--- src/fida_pkg.sv ---
// Package for the FIFO ID allocator: sizes, opcodes, payload and control types.
package fida_pkg;

    // Pool size (power of two); IDs and pointers wrap modulo this depth
    localparam int POOL_DEPTH = 1024;
    localparam int ID_W       = $clog2(POOL_DEPTH);
    localparam int CNT_W      = ID_W + 1;

    // Configuration port
    localparam int PDATA_W = 32;
    localparam int PADDR_W = 3;
    localparam int CFG_COUNT_W = 11;
    localparam logic [PADDR_W-3:0] REG_NUMBER_COUNT = '0;

    localparam logic [CNT_W-1:0] COUNT_RESET = CNT_W'(POOL_DEPTH);

    // Operation codes
    typedef enum logic [1:0] {
        OP_GET     = 2'd0,
        OP_CHECK   = 2'd1,
        OP_RELEASE = 2'd2
    } opcode_t;

    typedef struct packed {
        logic [1:0]      opcode;
        logic [ID_W-1:0] id_number;
    } in_item_t;

    typedef struct packed {
        logic [ID_W-1:0] given_id;
        logic            success;
    } out_item_t;

    // Controller to datapath commands
    typedef struct packed {
        logic init_step;
        logic capture;
        logic exec;
    } ctrl_cmd_t;

    // Datapath to controller status
    typedef struct packed {
        logic init_last;
        logic out_free;
    } dp_status_t;

endpackage

--- src/fida_ctrl.sv ---
// Controller state machine of the FIFO ID allocator.
module fida_ctrl
    import fida_pkg::*;
(
    input  logic       aclk,
    input  logic       aresetn,
    input  logic       cfg_we,
    input  logic       s_valid,
    output logic       s_ready,
    output ctrl_cmd_t  cmd,
    input  dp_status_t status
);

    typedef enum logic [1:0] {
        ST_INIT,
        ST_IDLE,
        ST_EXEC
    } state_t;

    state_t state_reg, state_next;
    logic   s_ready_reg, s_ready_next;

    // Commands decoded from the current state
    always_comb begin
        cmd.init_step = (state_reg == ST_INIT);
        cmd.capture   = s_valid && s_ready_reg;
        cmd.exec      = (state_reg == ST_EXEC) && status.out_free;
    end

    // Next state
    always_comb begin
        state_next = state_reg;
        if (cfg_we) begin
            state_next = ST_INIT;
        end else begin
            unique case (state_reg)
                ST_INIT: begin
                    if (status.init_last) state_next = ST_IDLE;
                end
                ST_IDLE: begin
                    if (cmd.capture) state_next = ST_EXEC;
                end
                ST_EXEC: begin
                    if (status.out_free) state_next = ST_IDLE;
                end
                default: state_next = ST_INIT;
            endcase
        end
        s_ready_next = (state_next == ST_IDLE);
    end

    always_ff @(posedge aclk) begin
        if (!aresetn) begin
            state_reg   <= ST_INIT;
            s_ready_reg <= 1'b0;
        end else begin
            state_reg   <= state_next;
            s_ready_reg <= s_ready_next;
        end
    end

    assign s_ready = s_ready_reg;

`ifndef NO_ASSERTIONS
    // No item is taken while the pool is being rebuilt
    a_no_capture_in_init: assert property (@(posedge aclk) disable iff (!aresetn)
        (state_reg == ST_INIT) |-> !cmd.capture)
        else $error("item accepted during init sweep");

    // An accepted item always moves the controller to the execute state unless a config write intervenes
    a_capture_to_exec: assert property (@(posedge aclk) disable iff (!aresetn)
        (cmd.capture && !cfg_we) |=> (state_reg == ST_EXEC))
        else $error("accepted item not executed");

    // While an item is in flight no new item is taken
    a_busy_not_ready: assert property (@(posedge aclk) disable iff (!aresetn)
        (state_reg == ST_EXEC) |-> !s_ready)
        else $error("ready while item in flight");
`endif

endmodule

--- config.mk ---
export PLATFORM = sky130hd
export DESIGN_NAME = fida_ctrl
export DESIGN_NICKNAME = d
export VERILOG_FILES = /design/src/fida_pkg.sv /design/src/fida_ctrl.sv
export SDC_FILE = /design/constraint.sdc
export NUM_CORES = 1
export LEC_CHECK = 0
export ABC_CLOCK_PERIOD_IN_PS = 2000
export BUFFER_PORTS_ARGS = -buffer_cell sky130_fd_sc_hd__buf_2
export CORE_AREA = 10 10 47 49
export DETAILED_ROUTE_END_ITERATION = 8
export DIE_AREA = 0 0 57 59
export GPL_TIMING_DRIVEN = 0
export PLACE_DENSITY = 0.31
export SKIP_CTS_REPAIR_TIMING = 1
export SYNTH_ARGS = -nofsm -noshare
export SYNTH_HDL_FRONTEND = slang
export SYNTH_SLANG_ARGS = --single-unit
--- constraint.sdc ---
create_clock -name aclk -period 2 [get_ports aclk]
set_input_delay 0.3 -clock aclk [delete_from_list [all_inputs] [get_ports aclk]]
set_output_delay 0.3 -clock aclk [all_outputs]
set_load 0.02 [all_outputs]
* Word-level counts from Yosys, hierarchy flattened
Cells that the tools add are included.
Operators by class: muxes and demuxes 5, equal/unequal tests 3, reduce and logical (&&, ||, !) cells 3
Operators with widths (count):
- two-way mux 2 bit | 4
- one-hot mux 2 bit (3 select lines) | 1
- == test 2 x 1 -> 1 bit, second input constant | 2
- == test 2 bit, second input constant | 1
- logical AND 1 bit | 2
- zero test 2 bit | 1
Word-level totals: register bits after elaboration 3, word-level logic and storage cells 13, input port bits 6

* Longest topological paths before layout
depth in word-level cells 5, mapped depth 3

* Worst setup path before layout
No wires, ideal clock.
path kind reg-to-reg, start point reg s_ready_reg, in the netlist s_ready, end point reg s_ready_reg, in the netlist s_ready, cell stages (with the launch flop) 4, required time 1.885 ns, clock period less this slack 1.000 ns, data arrival time 0.885 ns, path slack 1.000 ns, cells stage by stage dfxtp_1 and2_4 a211oi_2 o21ba_1
RTL lines:
- from (decl) | line fida_ctrl.sv:21 | logic s_ready_reg, s_ready_next;
- from (signal assigned) | line fida_ctrl.sv:58 | s_ready_reg <= s_ready_next;

==> flow_summary_export.csv <==
group,metric,value,unit
placed_design,pre_cts_ws,888,ps
placed_design,dp.cells,40,
cells_and_area,fillerInstances,181,
die,num_rows,14,
synth,yosysUniqueCellTypes,11,
sta,rsz0062_at_grt,"false",
global_routing,grtUsageTotal,0.0307,
worst_setup_path,reg2reg_depth,2,
power_and_ir_drop,vdd_drop_max,165,uV
cts,clk_pin_slew_worst_paths,40,ps
cells_and_area,final_cells,44,
global_routing,grt_use_met3,0.0300,
power_and_ir_drop,power_density,807,nW/um^2
route,dr.first_iter.drc_count,0,
global_routing,grt_busiest_layer,"met4",
global_routing,grt_max_degree,7,
route,wirelength,420,um
sta,hold_ws,347,ps
global_routing,grt_util_met1,0.0263,
synth,syn_area_per_cell,9.76,um^2
die,fp.dieArea,3360,um^2
route,num_vias,158,
cts,clock_sinks,3,
die,die_h,59,um
sta,fin_crit_sh,0.673,
synth,synth_area_leader_cell,"dfxtp_1",
placed_design,globalplace.congestion,0.646,
cts,clockRootBuffer,"clkbuf_4",
synth,netlist_instances,15,
global_routing,grt_pass1_wl,717,um
cts,ctsLongestPathBuffers,2,
sta,timing.fmax,743,MHz
cells_and_area,area_growth,62.4,%
sta,setup_slack,654,ps
synth,yosysWarningCount,0,
cts,tritoncts,"built",
power_and_ir_drop,p_leak,0.122,nW
synth,synth_top_area_share,0.410,
worst_setup_path,cp-start-kind,"flip-flop",
cells_and_area,drive_above_1_share,0.536,
cells_and_area,antennaDiodeCount,0,
cells_and_area,nNetsFinal,35,
sta,fin_setup_tns,0,ps
global_routing,use_met2,0.0310,
sta,slew_headroom,0.868,
worst_setup_path,cp.arrival,1050,ps
global_routing,grt_remaining_overflow,0,
route,ant_nets,0,
synth,synth_fp_nets,21,
worst_setup_path,worst_setup_path_end_kind,"output pin",
route,avgRoutedWirePerCell,9.55,um
worst_setup_path,path_class,"reg -> out",
placed_design,port_buffers,9,
die,die_width,57,um
cts,cts_made_buffers,3,
route,first_pass_iters,1,
cts,htree_levels,1,
sta,setup_viol,0,
sta,finalClockSkew,1.14,ps
min_path,hold_class,"in -> reg",
die,ios,10,
sta,drv_slew,0,
synth,synth_seq_area_share,0.410,
die,coreArea,1400,um^2
route,drc,0,
global_routing,antenna_found_initial,0,
worst_setup_path,required,1700,ps
global_routing,grt_pass1_vias,160,
min_path,holdPathStages,4,
route,viasPerCell,3.59,
sta,hold_violations,0,
cells_and_area,largest_reg_flops,2,
die,initial_core_util,0.104,
cts,clk_latency,230,ps
worst_setup_path,path_max_fanout,6,
placed_design,dp_hpwl,356,um
job,maxCapViolCount,0,
sta,period_needed,1350,ps
synth,ys_ff_latch,3,
synth,yosys-top-cells-area,"dfxtp_1, o21ba_1, a211oi_2",
run_status,outcome,"completed",
sta,tightest_slew,197,ps
synth,syn_area,146,um^2
[placed cells by master (no fill, tap or decap)]
cell type  netlist  layout
nand2b_1         1       1
a21oi_1          1       1
dfxtp_1          3       3
and3b_1          1       1
nand2_1          1       1
nand3b_1         1       1
a211oi_2         1       1
o21ba_1          2       2
clkbuf_1         0       1
nor2_1           2       2
buf_2            0       9
and2_4           1       1
clkbuf_4         0       3
nor2_2           1       1
[cell usage after synthesis (all sizes together)]
master and number:
dfxtp 3, nor2 3, o21ba 2, a211oi 1
a21oi 1, and2 1, and3b 1, nand2 1
nand2b 1, nand3b 1
[routing by layer]
| metal | vias up | routed length [um] |
|---|---|---|
| li1 | 77 | - |
| met1 | 61 | 185 |
| met2 | 16 | 123 |
| met3 | 4 | 89 |
| met4 | 0 | 21 |
| met5 | - | 0 |
[power breakdown]
part           switching [mW]  internal (mW)  leakage (nW)
Sequential            0.00200         0.0622        0.0245
Clock                  0.0325         0.0748        0.0150
Combinational         0.00983         0.0105        0.0823
Total                  0.0443          0.148         0.122
[worst paths after layout]
check | startpoint | slack (ps) | endpoint
worst min register to register | state_reg[1] | 510 | state_reg[1]
worst max-delay path | state_reg[0] | 650 | cmd[0]
worst max register to register | state_reg[0] | 1060 | state_reg[0]
worst min-delay path | status[0] | 350 | state_reg[1]
[per-stage QoR]
stage / power [mW] / instance area [um^2] / util
global route: 0.202 / 238 / 0.170
global placement: 0.0856 / 211 / 0.151
CTS: 0.197 / 238 / 0.170
finish: 0.192 / 238 / 0.170
detailed placement: 0.0857 / 211 / 0.151
floorplan: 0.0767 / 146 / -
[area by class of cell]
type / instances / area [um^2] / share of cell area
flip-flops and latches: 3 / 60.1 / 0.253
multi-input cells: 12 / 86.3 / 0.363
well taps: 16 / 20.0 / 0.0842
repair buffers: 9 / 45.0 / 0.189
clock buffers: 4 / 26.3 / 0.111
[critical path: stages, from the launching register on]
cell and delay, ps:
dfxtp_1 410, and3b_1 230, buf_2 170
[cell families (layout without fill, tap and decap cells)]
kind of cell / count (synthesis) / in the layout / synth area share
buffers and inverters: 0 / 13 / 0
AO/OA/AOI/OAI: 4 / 4 / 0.256
flip-flops: 3 / 3 / 0.410
AND/OR/NAND/NOR: 8 / 8 / 0.333
No activity file was read; power rests on OpenSTA's default activity.
